===== src/assert_macros.svh =====
// assertion helpers shared by the rtl files
`ifndef ASSERT_MACROS_SVH
`define ASSERT_MACROS_SVH

// same-cycle implication, disabled while in reset
`define RH_ASSERT_IMPLY(lbl, clk, rst_n, ante, cons, msg) \
  lbl: assert property (@(posedge clk) disable iff (!rst_n) (ante) |-> (cons)) else $error(msg);

// next-cycle implication, disabled while in reset
`define RH_ASSERT_NEXT(lbl, clk, rst_n, ante, cons, msg) \
  lbl: assert property (@(posedge clk) disable iff (!rst_n) (ante) |=> (cons)) else $error(msg);

`endif


===== src/rh_pkg.sv =====
// ----------------------------------------------------------------------------
// rh_pkg
// Constants, types and helpers for the rapidhash v1 byte stream engine.
// ----------------------------------------------------------------------------
`timescale 1ns / 1ps
`default_nettype none

package rh_pkg;

  localparam int LEN_W       = 32;
  localparam int HIST_DEPTH  = 64;
  localparam int HIST_AW     = $clog2(HIST_DEPTH);
  localparam int BLOCK_BYTES = 48;

  localparam logic [63:0] SECRET_ZERO = 64'h2d358dccaa6c78a5;
  localparam logic [63:0] SECRET_ONE  = 64'h8bb84b93962eacc9;
  localparam logic [63:0] SECRET_TWO  = 64'h4b33a62ed433d4a3;
  localparam logic [63:0] SEED_INIT   = 64'hbdd89aa982704029;

  // multiply with xor fold, used on constants only
  function automatic logic [63:0] fold_mul_c(input logic [63:0] x, input logic [63:0] y);
    logic [127:0] p;
    p = {64'b0, x} * {64'b0, y};
    return p[63:0] ^ p[127:64];
  endfunction

  // seed before the length is folded in
  localparam logic [63:0] SEED_BASE =
    SEED_INIT ^ fold_mul_c(SEED_INIT ^ SECRET_ZERO, SECRET_ONE);

  typedef enum logic [4:0] {
    ST_IDLE  = 5'b00001,
    ST_CHECK = 5'b00010,
    ST_LOAD  = 5'b00100,
    ST_MUL   = 5'b01000,
    ST_EMIT  = 5'b10000
  } state_t;

  typedef enum logic [2:0] {
    RND_LANE0 = 3'd0,
    RND_LANE1 = 3'd1,
    RND_LANE2 = 3'd2,
    RND_PRE1  = 3'd3,
    RND_PRE2  = 3'd4,
    RND_FINAL = 3'd5,
    RND_FOLD  = 3'd6
  } round_t;

  typedef enum logic [1:0] {
    LC_ZERO  = 2'd0,
    LC_SMALL = 2'd1,
    LC_MID   = 2'd2,
    LC_LONG  = 2'd3
  } len_class_t;

endpackage

`default_nettype wire


===== src/rh_mul.sv =====
// ----------------------------------------------------------------------------
// rh_mul
// Shared 64x64 to 128 multiplier: one 32x32 partial product per cycle.
// ----------------------------------------------------------------------------
`timescale 1ns / 1ps
`default_nettype none

`include "assert_macros.svh"

module rh_mul (
  input  wire logic        clk,
  input  wire logic        rst_n,
  input  wire logic        start,
  input  wire logic [63:0] x,
  input  wire logic [63:0] y,
  output logic             done,
  output logic [63:0]      lo,
  output logic [63:0]      hi
);
  import rh_pkg::*;

  logic [63:0]  x_r, y_r;
  logic [63:0]  pp_r;
  logic [1:0]   ppi_r;
  logic [127:0] acc_r;
  logic [2:0]   ph_r;
  logic         busy_r, done_r;
  logic [31:0]  xa, yb;
  logic [127:0] addend;

  // operand halves for this phase
  always_comb begin
    unique case (ph_r[1:0])
      2'd0: begin xa = x_r[31:0];  yb = y_r[31:0];  end
      2'd1: begin xa = x_r[31:0];  yb = y_r[63:32]; end
      2'd2: begin xa = x_r[63:32]; yb = y_r[31:0];  end
      default: begin xa = x_r[63:32]; yb = y_r[63:32]; end
    endcase
  end

  // place the previous partial product
  always_comb begin
    case (ppi_r)
      2'd0:    addend = {64'b0, pp_r};
      2'd3:    addend = {pp_r, 64'b0};
      default: addend = {32'b0, pp_r, 32'b0};
    endcase
  end

  // control
  always_ff @(posedge clk) begin
    if (!rst_n) begin
      busy_r <= 1'b0;
      done_r <= 1'b0;
      ph_r   <= '0;
    end else begin
      done_r <= 1'b0;
      if (start) begin
        busy_r <= 1'b1;
        ph_r   <= '0;
      end else if (busy_r) begin
        if (ph_r == 3'd4) begin
          busy_r <= 1'b0;
          done_r <= 1'b1;
        end else begin
          ph_r <= ph_r + 3'd1;
        end
      end
    end
  end

  // datapath: product one phase, accumulate the next
  always_ff @(posedge clk) begin
    if (start) begin
      x_r   <= x;
      y_r   <= y;
      acc_r <= '0;
    end else if (busy_r) begin
      if (ph_r != 3'd4) begin
        pp_r  <= xa * yb;
        ppi_r <= ph_r[1:0];
      end
      if (ph_r != 3'd0) begin
        acc_r <= acc_r + addend;
      end
    end
  end

  assign done = done_r;
  assign lo   = acc_r[63:0];
  assign hi   = acc_r[127:64];

  `RH_ASSERT_IMPLY(a_mul_no_restart, clk, rst_n, start, !busy_r, "multiplier restarted while busy")

endmodule

`default_nettype wire


===== config.mk =====
export PLATFORM = sky130hd
export DESIGN_NAME = rh_mul
export DESIGN_NICKNAME = d
export VERILOG_FILES = /design/src/rh_pkg.sv /design/src/rh_mul.sv
export VERILOG_INCLUDE_DIRS = /design/src /design/src/src
export SDC_FILE = /design/constraint.sdc
export NUM_CORES = 2
export LEC_CHECK = 0
export BUFFER_PORTS_ARGS = -buffer_cell sky130_fd_sc_hd__buf_2
export CAP_MARGIN = 5
export CORE_UTILIZATION = 35
export DETAILED_ROUTE_END_ITERATION = 10
export HOLD_SLACK_MARGIN = 0.08
export PLACE_DENSITY_LB_ADDON = 0.25
export SLEW_MARGIN = 25
export SYNTH_ARGS = -nofsm -noshare
export SYNTH_HDL_FRONTEND = slang
export SYNTH_SLANG_ARGS = --single-unit

===== constraint.sdc =====
create_clock -name clk -period 28.7 [get_ports clk]
set_input_delay 1.435 -clock clk [delete_from_list [all_inputs] [get_ports clk]]
set_output_delay 1.435 -clock clk [all_outputs]
set_load 0.02 [all_outputs]

==> impl_results.md <==
- Wire length per cell: between 20 and 30 µm
- Layout fillers: about 15000
- EDFF count, synth: just under 200
- Crit. End Element: flop
- Final Hold Fails: 0
- Area delta synth->final: 9.138%
- Starting Density: between 30% and 40%
- Pre-Repair DR Iteration Count: 6
- Clock insertion delay at the later pin of the skew report: around 0.66 ns
- GR Overflow Total: 0
- Global-route wire length before repair: slightly above 300000 µm
- Share of cells above drive strength 1: 9.084%
- DIE AREA: 154100 µm²
- CTS max path bufs: 3
- Synth area leader: fa_1
- CTS tree: built
- All-Layer GR Usage: between 20% and 30%
- Synth Flop Type: edfxtp_1
- Max Fclk: 94.05 MHz
- Clock Skews: between 0.04 and 0.05 ns
- CTS resizes: 0
- H-tree levels: 2
- Storage cell area: ~8500 µm²
- Core Region: approximately 150000 µm²
- Clock-pin slew on the worst setup and hold paths: ~0.060 ns
- Crit share post-route: 37.05%
- Number of global-route vias before repair: about 45000
- Most instantiated cells after synthesis: inv_1 (955), fa_1 (897), nand2_1 (868)
- Die X-Extent: between 300 and 400 µm
- Final ANT Viol Nets: 0
- Post-synth ARST share: 0%
- Worst r2r src: ph_r[0]
- Top post-synthesis cells by area: fa_1 (34%), edfxtp_1 (11%), ha_1 (9.3%), inv_1 (6.7%), nand2_1 (6.1%)
- DR iter-0 viols: between 4000 and 5000
- Die height: approximately 390 µm
- Unrepaired setup endpoints after global routing: no
- PortBufs: 259
- Cells on worst reg2reg path: 28
- Largest stage delay, worst path: a little under 1 ns
- Post-synth cell types: 86
- Crit path launch type: flop
- Yosys reg bits: 327
- Critical Path End: pp_r[63]
- Clk root buf: clkbuf_16
- Io pins: 260
- Footprint of the multi-input gates: a little over 40000 µm²
- CP required: roughly 29 ns
- GPL Wtd Cong: about 0.96
- Diode count: 0
- # rows: 142
- Slew Limit Headroom: a little over an eighth
- # hold bufs at CTS: 0
- WS Path Type: reg -> reg
- Post-route worst setup slack: about 18 ns
- Vias: between 40000 and 50000
- Seq/Total Area, Yosys: 15.90%
- Pre-CTS setup slack: 18.13 ns
- CP startpoint: ph_r[0]
- Top-area cell type share of the netlist area: about 34%
- Syn Inst Count: 6107
- Post-Syn Area: approximately 53000 µm²
- Dpl cells: a little over 8000
- Setup bufs post-CTS: 0
- Largest net degree at the start of global routing: 99
- Max-cap viol count: 0
- Worst-margin pin slew: 1.289 ns
- Pins Over Slew Limit: 0
- Remaining DRCs: 0
- Crit path time final: approximately 11 ns
- Endpoints failing setup: 0
- Syn nets: roughly 7500
- CP most frequent cell: fa_1
- Synth warn: 0
- Initial antenna violation count: 6
- Register-to-Register Setup Slack: 18.07 ns
- Non-Filler Instances: about 8200
- Detailed Route WL: between 200000 and 250000 µm
- CTS buffer count: 41
- CP max-delay cell: mux2i_4
- Setup_tns: 0 ns
- HPWL after detailed placement: between 150000 and 200000 µm
- Syn_area_per_cell: 8.744 µm²
- Nets@finish: ~7600
- Crit path max fanout: 44
- Clock sinks: approximately 330
- Most frequent cell after synthesis: inv_1
- Worst reg2reg endpoint: pp_r[63]
- Status: completed
- Drt via density: around 5.5
- Hold WC Path Type: reg -> reg
- Crit path arrival time: around 11 ns
## final cells by class
cell class	count	share of cell area, %
inverters	955	6.151
flip-flops and latches	327	14.57
repair buffers	335	3.218
well taps	2016	4.328
multi-input cells	4518	69.44
clock inverters	21	0.3843
clock buffers	53	1.909
## layer usage
layer	global-route usage, %	up-vias	wire length [µm]
met5	0	-	35
met2	41.48	2347	90720
li1	-	19670	-
met3	7.038	515	22110
met1	35.72	22380	85140
met4	12.78	6	11640
## registers in the layout, summed over array words and instances (netlist names)
| name | flops |
|---|---|
| acc_r | 128 |
| ph_r | 3 |
| busy_r | 1 |
| done | 1 |
| pp_r | 64 |
| x_r | 64 |
| ppi_r | 2 |
| y_r | 64 |
## worst min path at each step
| stage | start | end | slack, ns | depth (start not counted) |
|---|---|---|---|---|
| 6_report | acc_r[24] | acc_r[24] | 0.47 | 2 |
| 5_1_grt | acc_r[39] | acc_r[39] | 0.50 | 2 |
| 4_1_cts | acc_r[24] | acc_r[24] | 0.48 | 2 |
| 3_5_place_dp | acc_r[24] | acc_r[24] | 0.47 | 2 |
| 3_3_place_gp | acc_r[39] | acc_r[39] | 0.47 | 2 |
| 2_1_floorplan | ph_r[2] | done | 0.44 | 2 |
## critical path: cells and delay by family, from the launching register on
kind	cells	cell delay, ns
simple gates	2	0.71
fa+ha+maj	10	4.70
buf+inv	4	0.94
xor+xnor	1	0.14
compound gates	10	2.45
flops	1	0.42
mux	1	0.97
## placed cells by master, fill, tap and decap left out, types with 15 or more instances in the layout
cell / count
edfxtp_1: 194
nand4_1: 79
clkbuf_16: 42
o21bai_1: 58
xnor2_1: 102
and3_1: 20
buf_4: 76
mux2i_2: 42
o21ai_0: 225
nor3_1: 42
nor2b_1: 16
a21oi_1: 329
mux2_2: 63
nor2_1: 720
inv_1: 955
a211oi_1: 15
mux2i_1: 15
ha_1: 395
and2_1: 82
fa_1: 897
a31oi_1: 24
nand3_1: 40
a22o_1: 34
xor2_1: 68
o21a_1: 24
nand2b_1: 20
a221oi_1: 15
buf_2: 258
a21o_1: 113
dfxtp_1: 133
nand2_1: 868
## stage by stage
stage               hold slack [ns]  utilization (%)  area, µm²
finish                       0.4737            38.68      58280
detailed placement           0.4740            37.79      56940
CTS                          0.4818            38.68      58280
global route                 0.5026            38.68      58280
global placement             0.4699            37.79      56930
floorplan                    0.4450                -      53400
## cell families after synthesis
kind of cell | synth area share, %
buffers and inverters | 8.899
flip-flops | 15.90
AND/OR/NAND/NOR | 15.23
multiplexers | 2.528
AO/OA/AOI/OAI | 11.75
XOR/XNOR | 2.788
adder cells (fa/ha/maj) | 42.91
Power is left out: the tool's default activity adds up to more than one toggle a clock period on the data nets, which glitch-free logic cannot reach.
