==> src/assert_macros.svh <==
// assertion helpers shared by the rtl files
`ifndef ASSERT_MACROS_SVH
`define ASSERT_MACROS_SVH

// same-cycle implication, disabled while in reset
`define RH_ASSERT_IMPLY(lbl, clk, rst_n, ante, cons, msg) \
  lbl: assert property (@(posedge clk) disable iff (!rst_n) (ante) |-> (cons)) else $error(msg);

// next-cycle implication, disabled while in reset
`define RH_ASSERT_NEXT(lbl, clk, rst_n, ante, cons, msg) \
  lbl: assert property (@(posedge clk) disable iff (!rst_n) (ante) |=> (cons)) else $error(msg);

`endif

==> src/rh_pkg.sv <==
// ----------------------------------------------------------------------------
// rh_pkg
// Constants, types and helpers for the rapidhash v1 byte stream engine.
// ----------------------------------------------------------------------------
`timescale 1ns / 1ps
`default_nettype none

package rh_pkg;

  localparam int LEN_W       = 32;
  localparam int HIST_DEPTH  = 64;
  localparam int HIST_AW     = $clog2(HIST_DEPTH);
  localparam int BLOCK_BYTES = 48;

  localparam logic [63:0] SECRET_ZERO = 64'h2d358dccaa6c78a5;
  localparam logic [63:0] SECRET_ONE  = 64'h8bb84b93962eacc9;
  localparam logic [63:0] SECRET_TWO  = 64'h4b33a62ed433d4a3;
  localparam logic [63:0] SEED_INIT   = 64'hbdd89aa982704029;

  // multiply with xor fold, used on constants only
  function automatic logic [63:0] fold_mul_c(input logic [63:0] x, input logic [63:0] y);
    logic [127:0] p;
    p = {64'b0, x} * {64'b0, y};
    return p[63:0] ^ p[127:64];
  endfunction

  // seed before the length is folded in
  localparam logic [63:0] SEED_BASE =
    SEED_INIT ^ fold_mul_c(SEED_INIT ^ SECRET_ZERO, SECRET_ONE);

  typedef enum logic [4:0] {
    ST_IDLE  = 5'b00001,
    ST_CHECK = 5'b00010,
    ST_LOAD  = 5'b00100,
    ST_MUL   = 5'b01000,
    ST_EMIT  = 5'b10000
  } state_t;

  typedef enum logic [2:0] {
    RND_LANE0 = 3'd0,
    RND_LANE1 = 3'd1,
    RND_LANE2 = 3'd2,
    RND_PRE1  = 3'd3,
    RND_PRE2  = 3'd4,
    RND_FINAL = 3'd5,
    RND_FOLD  = 3'd6
  } round_t;

  typedef enum logic [1:0] {
    LC_ZERO  = 2'd0,
    LC_SMALL = 2'd1,
    LC_MID   = 2'd2,
    LC_LONG  = 2'd3
  } len_class_t;

endpackage

`default_nettype wire

==> src/rh_hist.sv <==
// ----------------------------------------------------------------------------
// rh_hist
// 64-byte message history, one write and one registered read port.
// ----------------------------------------------------------------------------
`timescale 1ns / 1ps
`default_nettype none

module rh_hist (
  input  wire logic                      clk,
  input  wire logic                      we,
  input  wire logic [rh_pkg::HIST_AW-1:0] waddr,
  input  wire logic [7:0]                wdata,
  input  wire logic [rh_pkg::HIST_AW-1:0] raddr,
  output logic [7:0]                     rdata
);
  import rh_pkg::*;

  logic [7:0] mem [HIST_DEPTH];
  logic [7:0] rdata_r;

  // byte store
  always_ff @(posedge clk) begin
    if (we) begin
      mem[waddr] <= wdata;
    end
  end

  // registered read
  always_ff @(posedge clk) begin
    rdata_r <= mem[raddr];
  end

  assign rdata = rdata_r;

endmodule

`default_nettype wire

==> config.mk <==
export PLATFORM = sky130hd
export DESIGN_NAME = rh_hist
export DESIGN_NICKNAME = d
export VERILOG_FILES = /design/src/assert_macros.svh /design/src/rh_pkg.sv /design/src/rh_hist.sv
export SDC_FILE = /design/constraint.sdc
export NUM_CORES = 1
export LEC_CHECK = 0
export BUFFER_PORTS_ARGS = -buffer_cell sky130_fd_sc_hd__clkbuf_2
export CAP_MARGIN = 10
export CORE_MARGIN = 3
export CORE_UTILIZATION = 40
export CTS_BUF_LIST = sky130_fd_sc_hd__clkbuf_16
export DETAILED_ROUTE_END_ITERATION = 8
export GPL_ROUTABILITY_DRIVEN = 0
export MAX_ROUTING_LAYER = met4
export PLACE_DENSITY = 0.64
export SYNTH_ARGS = -nofsm -noshare
export SYNTH_HDL_FRONTEND = slang
export SYNTH_SLANG_ARGS = --single-unit
==> constraint.sdc <==
create_clock -name clk -period 3.8 [get_ports clk]
set_input_delay 0.19 -clock clk [delete_from_list [all_inputs] [get_ports clk]]
set_output_delay 0.19 -clock clk [all_outputs]
set_load 0.01 [all_outputs]
==> impl_metrics.py, run 1 <==
metrics = {
    "drt": {
        "drt_pass1_iterations": 5,
        "drt_iter0_drc": 1052,
        "vias": 9536,
        "wl_microns": 45100,
        "viasPerCell": 5.62,
        "drc": 0,
        "final_antenna_net_count": 0,
        "wire_per_inst_microns": 26.5,
    },
    "synthesis": {
        "syn_area_sq_um": 20200,
        "synthFlopType": "edfxtp_1",
        "avgSynthCellArea_sq_um": 21.5,
        "synthMuxAreaShare": 0.159,
        "yosysUniqueCellTypes": 40,
        "async_flop_share": 0,
        "synth_xor_area_frac": 0,
        "netlist_instances": 940,
        "ys_ff_latch": 520,
        "synth_simple_gate_area_frac": 0.0339,
        "synth_top_family_by_area": "multiplexers",
        "synthAdderAreaFrac": 0,
        "synth_compound_area_frac": 0.0207,
        "yosysWarnings": 0,
        "seq_area_frac_synth": 0.770,
        "syn-num-nets": 962,
        "synth_edf_count": 512,
    },
    "final_layout": {
        "area_growth_pct": 11.9,
        "instances_no_fill": 1698,
        "final_util": 0.457,
        "nets": 1018,
        "final_cell_mix": "edfxtp_1, mux4_2, nor2_1",
        "drive_above_1_share": 0.246,
        "final_common_cell": "edfxtp_1",
    },
    "grt": {
        "gr-usage-met3": 0.0389,
        "antenna_found_initial": 1,
        "grt_pass1_wl_microns": 66800,
        "globalRouteOverflowTotal": 0,
        "grt_use_total": 0.176,
        "top_usage_layer": "met2",
        "grt_max_degree": 65,
        "grtUsageMet1": 0.236,
        "grt_util_met2": 0.273,
        "grt_pass1_vias": 9707,
    },
    "timing": {
        "fin_crit_sh": 0.572,
        "max-slew-margin-rel": 0.260,
        "rsz0062_at_grt": "false",
        "fin_skew_ps": 19.9,
        "setup_ws_ps": 1620,
        "period_minus_slack_ps": 2180,
        "hold_viol": 0,
        "drv_slew": 0,
        "finalSetupTns_ps": 0,
        "max_slew.worst_pin.slew_ps": 1110,
        "max_freq_mhz": 460,
        "setup_viol": 0,
    },
    "clock_tree": {
        "clk_pin_slew_ps": 60,
        "htreeDepth": 2,
        "root_buffer": "clkbuf_16",
        "cts_tree": "done",
        "cts.sinks": 520,
        "numCtsBuffers": 50,
        "clk_latency_ps": 590,
        "cts_buffer_depth": 3,
        "postCtsSetupBuffers": 0,
    },
    "hold_path": {
        "worstHoldPathType": "in -> reg",
    },
    "pwr": {
        "ir_drop_mv": 0.321,
        "power.density_nw_per_um2": 508,
        "p_leak_uw": 0.00699,
        "p_total_uw": 11500,
    },
    "setup_path": {
        "cp_max_fo": 50,
        "worstSetupPathType": "in -> reg",
        "cp_data_required_time_ps": 4230,
        "worst_ep_arrival_time_ps": 2610,
        "worstSetupEndpointType": "flip-flop",
        "cp-start-kind": "input pin",
    },
    "floorplanning": {
        "ioPinCount": 30,
        "die_height_microns": 231,
        "die_w_microns": 231,
        "rows": 81,
        "die_area_sq_um": 53100,
        "floorplan.initialDensity": 0.409,
        "core_sq_um": 49400,
    },
    "placed_design": {
        "dp_cells": 1606,
        "port_buffers": 29,
        "place_ws_ps": 952,
        "dp_hpwl_microns": 27400,
    },
    "flow_run": {
        "maxCapViolations": 0,
    },
    "outcome": {
        "status": "completed",
    },
}
## repair_timing
item                       CTS  global route
hold buffers                 1             0
gates resized for setup      0             0
hold endpoints to repair     9             0
setup endpoints to repair    0             0
## flip-flops by register name, indices dropped and copies added, names as in the netlist
name,cells
mem,512
rdata,8
## cell type report
type / count / area (sq um)
Clock inverter: 36 / 143
Timing Repair Buffer: 55 / 407
Antenna cell: 1 / 2.50
Sequential cell: 520 / 15500
Tap cell: 664 / 831
Fill cell: 4110 / 26800
Multi-Input combinational cell: 369 / 4320
Clock buffer: 53 / 1330
## metrics by stage
stage,cell area [sq um],hold WS (ps)
final,22600,42.0
after CTS,22500,40.6
after global placement,21100,532
after detailed placement,21100,560
after floorplan,20200,289
after global routing,22600,64.1
## path summary, 6_finish.rpt
| path | cells after the start | end | slack [ps] | start |
|---|---|---|---|---|
| worst max-delay path | 7 | rdata[6] | 1620 | raddr[0] |
| worst min-delay path | 1 | mem[53][3] | 40 | wdata[3] |
| worst max register to register | 5 | rdata[4] | 1630 | mem[21][4] |
| worst min register to register | 4 | rdata[1] | 880 | mem[22][1] |
## cell families after synthesis
logic type	count (synthesis)
flip-flops	520
multiplexers	162
AND/OR/NAND/NOR	153
AO/OA/AOI/OAI	54
buffers and inverters	51
## layer usage
| metal | vias to the layer above | part of all wire |
|---|---|---|
| met5 | - | 0 |
| met3 | 71 | 0.073 |
| met2 | 360 | 0.49 |
| met4 | 0 | 0.025 |
| li1 | 4041 | - |
| met1 | 5064 | 0.41 |
## power by group
part / leakage, uW / switching (uW) / internal [uW]
Sequential: 0.00467 / 21.8 / 6350
Clock: 0.000772 / 2010 / 2490
Combinational: 0.00155 / 363 / 222
Total: 0.00699 / 2400 / 9060
## cell usage after synthesis (all sizes together) (13+ instances only)
library cell | number | area, sq um
mux4 | 126 | 2840
nor2 | 83 | 312
nand3 | 13 | 65.1
edfxtp | 512 | 15400
mux2 | 13 | 146
mux2i | 23 | 230
buf | 34 | 253
nand2 | 19 | 71.3
clkbuf | 17 | 63.8
nor2b | 14 | 87.6
## critical path: stages
cell      delay, ps
clkbuf_8        510
buf_12          290
mux4_2          510
mux2_2          280
o221a_2         280
nor3_1          330
o32ai_1         150
No activity file was read; power rests on OpenSTA's default activity.
==> run 2: changes to the inputs <==
--- a/config.mk
+++ b/config.mk
@@ -5,6 +5,7 @@
 export SDC_FILE = /design/constraint.sdc
 export NUM_CORES = 1
 export LEC_CHECK = 0
+export ABC_AREA = 1
 export BUFFER_PORTS_ARGS = -buffer_cell sky130_fd_sc_hd__clkbuf_2
 export CAP_MARGIN = 10
 export CORE_MARGIN = 3
@@ -13,7 +14,7 @@
 export DETAILED_ROUTE_END_ITERATION = 8
 export GPL_ROUTABILITY_DRIVEN = 0
 export MAX_ROUTING_LAYER = met4
-export PLACE_DENSITY = 0.64
+export PLACE_DENSITY = 0.66
 export SYNTH_ARGS = -nofsm -noshare
 export SYNTH_HDL_FRONTEND = slang
 export SYNTH_SLANG_ARGS = --single-unit
==> constraint.sdc (replaced) <==
create_clock -name clk -period 2 [get_ports clk]
set_input_delay 0.1 -clock clk [delete_from_list [all_inputs] [get_ports clk]]
set_output_delay 0.1 -clock clk [all_outputs]
set_load 0.01 [all_outputs]
==> impl_metrics.py, run 2 <==
metrics = {
    "outcome": {
        "status": "completed",
    },
    "clock_tree": {
        "cts_tree": "done",
        "cts_buffer_depth": 3,
        "numCtsBuffers": 53,
        "postCtsSetupBuffers": 0,
        "ctsResizeCount": 0,
        "hold_buffers": 2,
        "clk_latency_ps": 600,
        "cts.sinks": 520,
        "root_buffer": "clkbuf_16",
        "clk_pin_slew_ps": 60,
        "htreeDepth": 2,
    },
    "setup_path": {
        "reg2reg_from": "mem[7][4]",
        "critical_path_depth": 1,
        "worstSetupEndpointType": "output port",
        "cp_data_required_time_ps": 1900,
        "path_buf_inv": 1,
        "cp_max_fo": 1,
        "crit_chain": "clkbuf_2",
        "cp-start-kind": "flip-flop",
        "cp_top_family": "flip-flops",
        "crit_start": "rdata[0]",
        "critPathSlowestCell": "dfxtp_1",
        "r2r_cells": 8,
        "worst_ep_arrival_time_ps": 1260,
        "slowest_delay_ps": 470,
        "worstSetupPathType": "reg -> out",
    },
    "final_layout": {
        "nets": 1913,
        "final_cell_mix": "nand2_1, edfxtp_1, nand3_1",
        "area_growth_pct": 13.9,
        "instances_no_fill": 2620,
        "largest_reg_flops": 512,
        "fill_cells": 4679,
        "stdcell_area_sq_um": 24300,
        "top_register": "mem",
        "final_common_cell": "nand2_1",
        "drive_above_1_share": 0.110,
        "final_util": 0.462,
    },
    "synthesis": {
        "seq_area_frac_synth": 0.728,
        "ys_ff_latch": 520,
        "synth_top_area_frac": 0.720,
        "syn_area_sq_um": 21300,
        "netlist_instances": 1805,
        "synth.area.top_cells": "edfxtp_1, nand2_1, nand3_1",
        "synth_common_cells": "nand2_1, edfxtp_1, nand3_1, nor2_1, buf_2",
        "synth.most_common_cell": "nand2_1",
        "yosysUniqueCellTypes": 16,
        "avgSynthCellArea_sq_um": 11.8,
        "synthFlopType": "edfxtp_1",
        "syn-num-nets": 1827,
        "yosysWarnings": 0,
        "yosysTopAreaCell": "edfxtp_1",
        "synth_edf_count": 512,
        "async_flop_share": 0,
    },
    "pwr": {
        "power_frac_clock": 0.402,
        "power.density_nw_per_um2": 935,
        "switching_share": 0.229,
        "p_int_uw": 17500,
        "p_total_uw": 22700,
        "ir_drop_mv": 0.583,
        "p_leak_uw": 0.00890,
        "combPwrFrac": 0.065,
        "seqPwrFrac": 0.533,
        "p_sw_uw": 5190,
    },
    "timing": {
        "drv_slew": 0,
        "period_minus_slack_ps": 1360,
        "fin_crit_sh": 0.680,
        "hold_viol": 0,
        "setup_viol": 0,
        "rsz0062_at_grt": "false",
        "max-slew-margin-rel": 0.474,
        "max_freq_mhz": 736,
        "finalSetupTns_ps": 0,
        "fin_skew_ps": 19.9,
        "max_slew.worst_pin.slew_ps": 789,
    },
    "placed_design": {
        "dp_cells": 2522,
        "port_buffers": 29,
        "dp_hpwl_microns": 30800,
        "place_area_sq_um": 22700,
    },
    "grt": {
        "grt_max_degree": 78,
        "grt_pass1_wl_microns": 80600,
        "antenna_found_initial": 0,
        "grt_use_total": 0.191,
        "globalRouteOverflowTotal": 0,
        "grt_pass1_vias": 13500,
    },
    "floorplanning": {
        "die_height_microns": 237,
        "core_sq_um": 52700,
        "ioPinCount": 30,
        "die_w_microns": 237,
        "floorplan.initialDensity": 0.405,
        "rows": 84,
        "die_area_sq_um": 56200,
    },
    "drt": {
        "drt_iter0_drc": 1746,
        "final_antenna_net_count": 0,
        "wire_per_inst_microns": 20.0,
        "drt_pass1_iterations": 6,
        "drc": 0,
        "wl_microns": 52500,
        "vias": 14000,
        "viasPerCell": 5.36,
    },
    "hold_path": {
        "min_path_cells": 2,
        "worstHoldPathType": "in -> reg",
        "hold_start": "wdata[3]",
    },
    "flow_run": {
        "maxCapViolations": 0,
    },
}
## run 2: cells by family (layout without fill, tap and decap cells)
family                 Yosys count  count (layout)  synth area share
DFF                            520             520             0.728
buffers and inverters          125             251            0.0402
other                            0               1                 0
and+or+nand+nor               1160            1160             0.232
## run 2: worst paths after layout
kind	to	slack, ps
setup / recovery	rdata[0]	640
hold / removal	mem[6][3]	30
setup reg to reg	rdata[4]	680
hold reg to reg	rdata[2]	850
## run 2: stage by stage
stage               hold WS, ps  setup slack [ps]
CTS                        8.45               652
global route               30.3               585
global placement            481               249
floorplan                   199               134
detailed placement          496               249
finish                     28.1               641
## run 2: metal layers
metal,wire length [microns],track usage,up-vias
met4,1270,0.0550,0
met2,23800,0.283,582
li1,-,-,6526
met5,0,-,-
met1,22800,0.271,6827
met3,4590,0.0339,98
## run 2: power groups by stage
stage	combinational, uW	clock [uW]	sequential, uW
finish	1490	9130	12100
global route	1630	9710	12100
CTS	1490	9250	12100
detailed placement	1470	0	12300
global placement	1460	0	12300
floorplan	848	0	12300
## run 2: final cells by class
class                   count  area (sq um)  share of cell area
multi-input cells        1160          4950               0.204
clock inverters            42           246              0.0101
inverters                  12          52.6             0.00216
repair buffers            144          1340              0.0549
clock buffers              53          1330              0.0546
well taps                 688           861              0.0354
flip-flops and latches    520         15500               0.639
diodes                      1          2.50            0.000103
==> run 3: changes to the inputs <==
--- a/config.mk
+++ b/config.mk
@@ -14,7 +14,7 @@
 export DETAILED_ROUTE_END_ITERATION = 8
 export GPL_ROUTABILITY_DRIVEN = 0
 export MAX_ROUTING_LAYER = met4
-export PLACE_DENSITY = 0.66
+export PLACE_DENSITY = 0.64
 export SYNTH_ARGS = -nofsm -noshare
 export SYNTH_HDL_FRONTEND = slang
 export SYNTH_SLANG_ARGS = --single-unit
==> constraint.sdc (replaced) <==
create_clock -name clk -period 1.4 [get_ports clk]
set_input_delay 0.07 -clock clk [delete_from_list [all_inputs] [get_ports clk]]
set_output_delay 0.07 -clock clk [all_outputs]
set_load 0.01 [all_outputs]
==> impl_metrics.py, run 3 (synthesis results as in run 2) <==
metrics = {
    "outcome": {
        "status": "completed",
    },
    "final_layout": {
        "final_util": 0.478,
        "final_common_cell": "nand2_1",
        "instances_no_fill": 2676,
        "nets": 1968,
        "final_cell_mix": "nand2_1, edfxtp_1, nand3_1",
        "area_growth_pct": 18.0,
        "top_register": "mem",
        "fill_cells": 4524,
        "drive_above_1_share": 0.162,
        "largest_reg_flops": 512,
    },
    "grt": {
        "grt_pass1_vias": 13600,
        "antenna_found_initial": 3,
        "grt_pass1_wl_microns": 81500,
        "grt_max_degree": 65,
        "grt_use_total": 0.195,
        "globalRouteOverflowTotal": 0,
    },
    "drt": {
        "wire_per_inst_microns": 20.0,
        "final_antenna_net_count": 0,
        "drt_iter0_drc": 1466,
        "drt_pass1_iterations": 5,
        "drc": 0,
        "vias": 14100,
        "wl_microns": 53600,
        "viasPerCell": 5.28,
    },
    "clock_tree": {
        "root_buffer": "clkbuf_16",
        "cts_buffer_depth": 3,
        "numCtsBuffers": 49,
        "clk_latency_ps": 570,
        "cts.sinks": 520,
        "clk_pin_slew_ps": 60,
        "cts_tree": "done",
        "htreeDepth": 2,
    },
    "pwr": {
        "switching_share": 0.223,
        "power_frac_clock": 0.392,
        "ir_drop_mv": 0.815,
        "combPwrFrac": 0.074,
        "power.density_nw_per_um2": 1280,
        "seqPwrFrac": 0.534,
        "p_leak_uw": 0.00922,
        "p_sw_uw": 7190,
        "p_int_uw": 25100,
    },
    "setup_path": {
        "worstSetupEndpointType": "flip-flop",
        "cp_max_fo": 1,
        "cp_data_required_time_ps": 1850,
        "cp-start-kind": "flip-flop",
        "worst_ep_arrival_time_ps": 1800,
        "worstSetupPathType": "reg -> reg",
    },
    "timing": {
        "drv_slew": 0,
        "hold_viol": 0,
        "max-slew-margin-rel": 0.440,
        "period_minus_slack_ps": 1350,
        "max_slew.worst_pin.slew_ps": 836,
        "setup_viol": 0,
        "max_freq_mhz": 743,
        "fin_crit_sh": 0.961,
        "fin_skew_ps": 12.8,
        "finalSetupTns_ps": 0,
        "setup_ws_ps": 54.8,
        "rsz0062_at_grt": "true",
    },
    "placed_design": {
        "place_ws_ps": -213,
        "dp_cells": 2581,
        "port_buffers": 29,
        "dp_hpwl_microns": 32900,
    },
    "floorplanning": {
        "rows": 84,
        "die_w_microns": 237,
        "core_sq_um": 52700,
        "die_area_sq_um": 56200,
        "ioPinCount": 30,
        "die_height_microns": 237,
        "floorplan.initialDensity": 0.405,
    },
    "hold_path": {
        "worstHoldPathType": "in -> reg",
    },
    "flow_run": {
        "maxCapViolations": 0,
    },
}
## run 3: cell count changes in the layout (fill, tap and decap cells not counted), moves of 4 or more
cell | previous run | this run
nor4_1 | 8 | 0
buf_12 | 25 | 46
nor4_2 | 0 | 6
clkinv_2 | 8 | 14
nor2_4 | 0 | 6
nand3_1 | 439 | 432
nor2_1 | 56 | 30
clkinv_1 | 13 | 9
nand3_2 | 0 | 7
buf_4 | 89 | 127
nor2_2 | 0 | 20
inv_1 | 23 | 14
## run 3: path summary, 6_finish.rpt
path | startpoint | to | slack [ps] | cells past startpoint
worst max-delay path | mem[59][0] | rdata[0] | 50 | 8
worst min-delay path | wdata[2] | mem[44][2] | 30 | 2
worst max register to register | mem[59][0] | rdata[0] | 50 | 8
worst min register to register | mem[34][4] | rdata[4] | 840 | 8
## run 3: metrics by stage
step | total power, uW | hold WS [ps] | instance area (sq um)
floorplan | 18800 | 169 | 21500
global placement | 19900 | 457 | 23600
detailed placement | 20000 | 462 | 23600
CTS | 32500 | 22.2 | 25100
global route | 33400 | 32.2 | 25200
finish | 32300 | 30.8 | 25200
## run 3: area by class of cell
class	instances	area (sq um)	share of cell area
clock buffer	51	1280	0.0507
tap	688	861	0.0342
multi-input combinational	1160	5150	0.204
inverter	12	56.3	0.00224
antenna	4	10.0	0.000397
clock inverter	38	256	0.0102
timing repair buffer	203	2040	0.0810
sequential	520	15500	0.617
## run 3: power by group through the flow
| stage | Combinational, uW | Sequential (uW) | Clock [uW] |
|---|---|---|---|
| 4_1_cts | 2370 | 17300 | 12900 |
| 5_1_grt | 2600 | 17300 | 13500 |
| 6_report | 2390 | 17300 | 12700 |
| 3_5_place_dp | 2350 | 17600 | 0 |
| 3_3_place_gp | 2320 | 17600 | 0 |
| 2_1_floorplan | 1250 | 17600 | 0 |
## run 3: worst max-delay path: stages (launching register included)
cell and delay, ps:
edfxtp_1 360, nand2_1 80, nand3_1 100, nand3_1 130, nand2_1 70, nand2_1 60
nand3_1 180, nand3_1 190, nand2_1 70
## run 3: routing by layer
layer / track usage / routed length, microns / up-vias
li1: - / - / 6634
met1: 0.266 / 22700 / 6803
met2: 0.299 / 24900 / 569
met3: 0.0365 / 4520 / 113
met4: 0.0564 / 1520 / 0
met5: - / 0 / -
## run 3: what timing repair did
item | CTS | global route
gates resized for setup | 0 | 8
endpoints found under the setup margin | 0 | 6
buffers inserted | 0 | 0
hold buffers | 2 | 0
hold endpoints to repair | 12 | 0
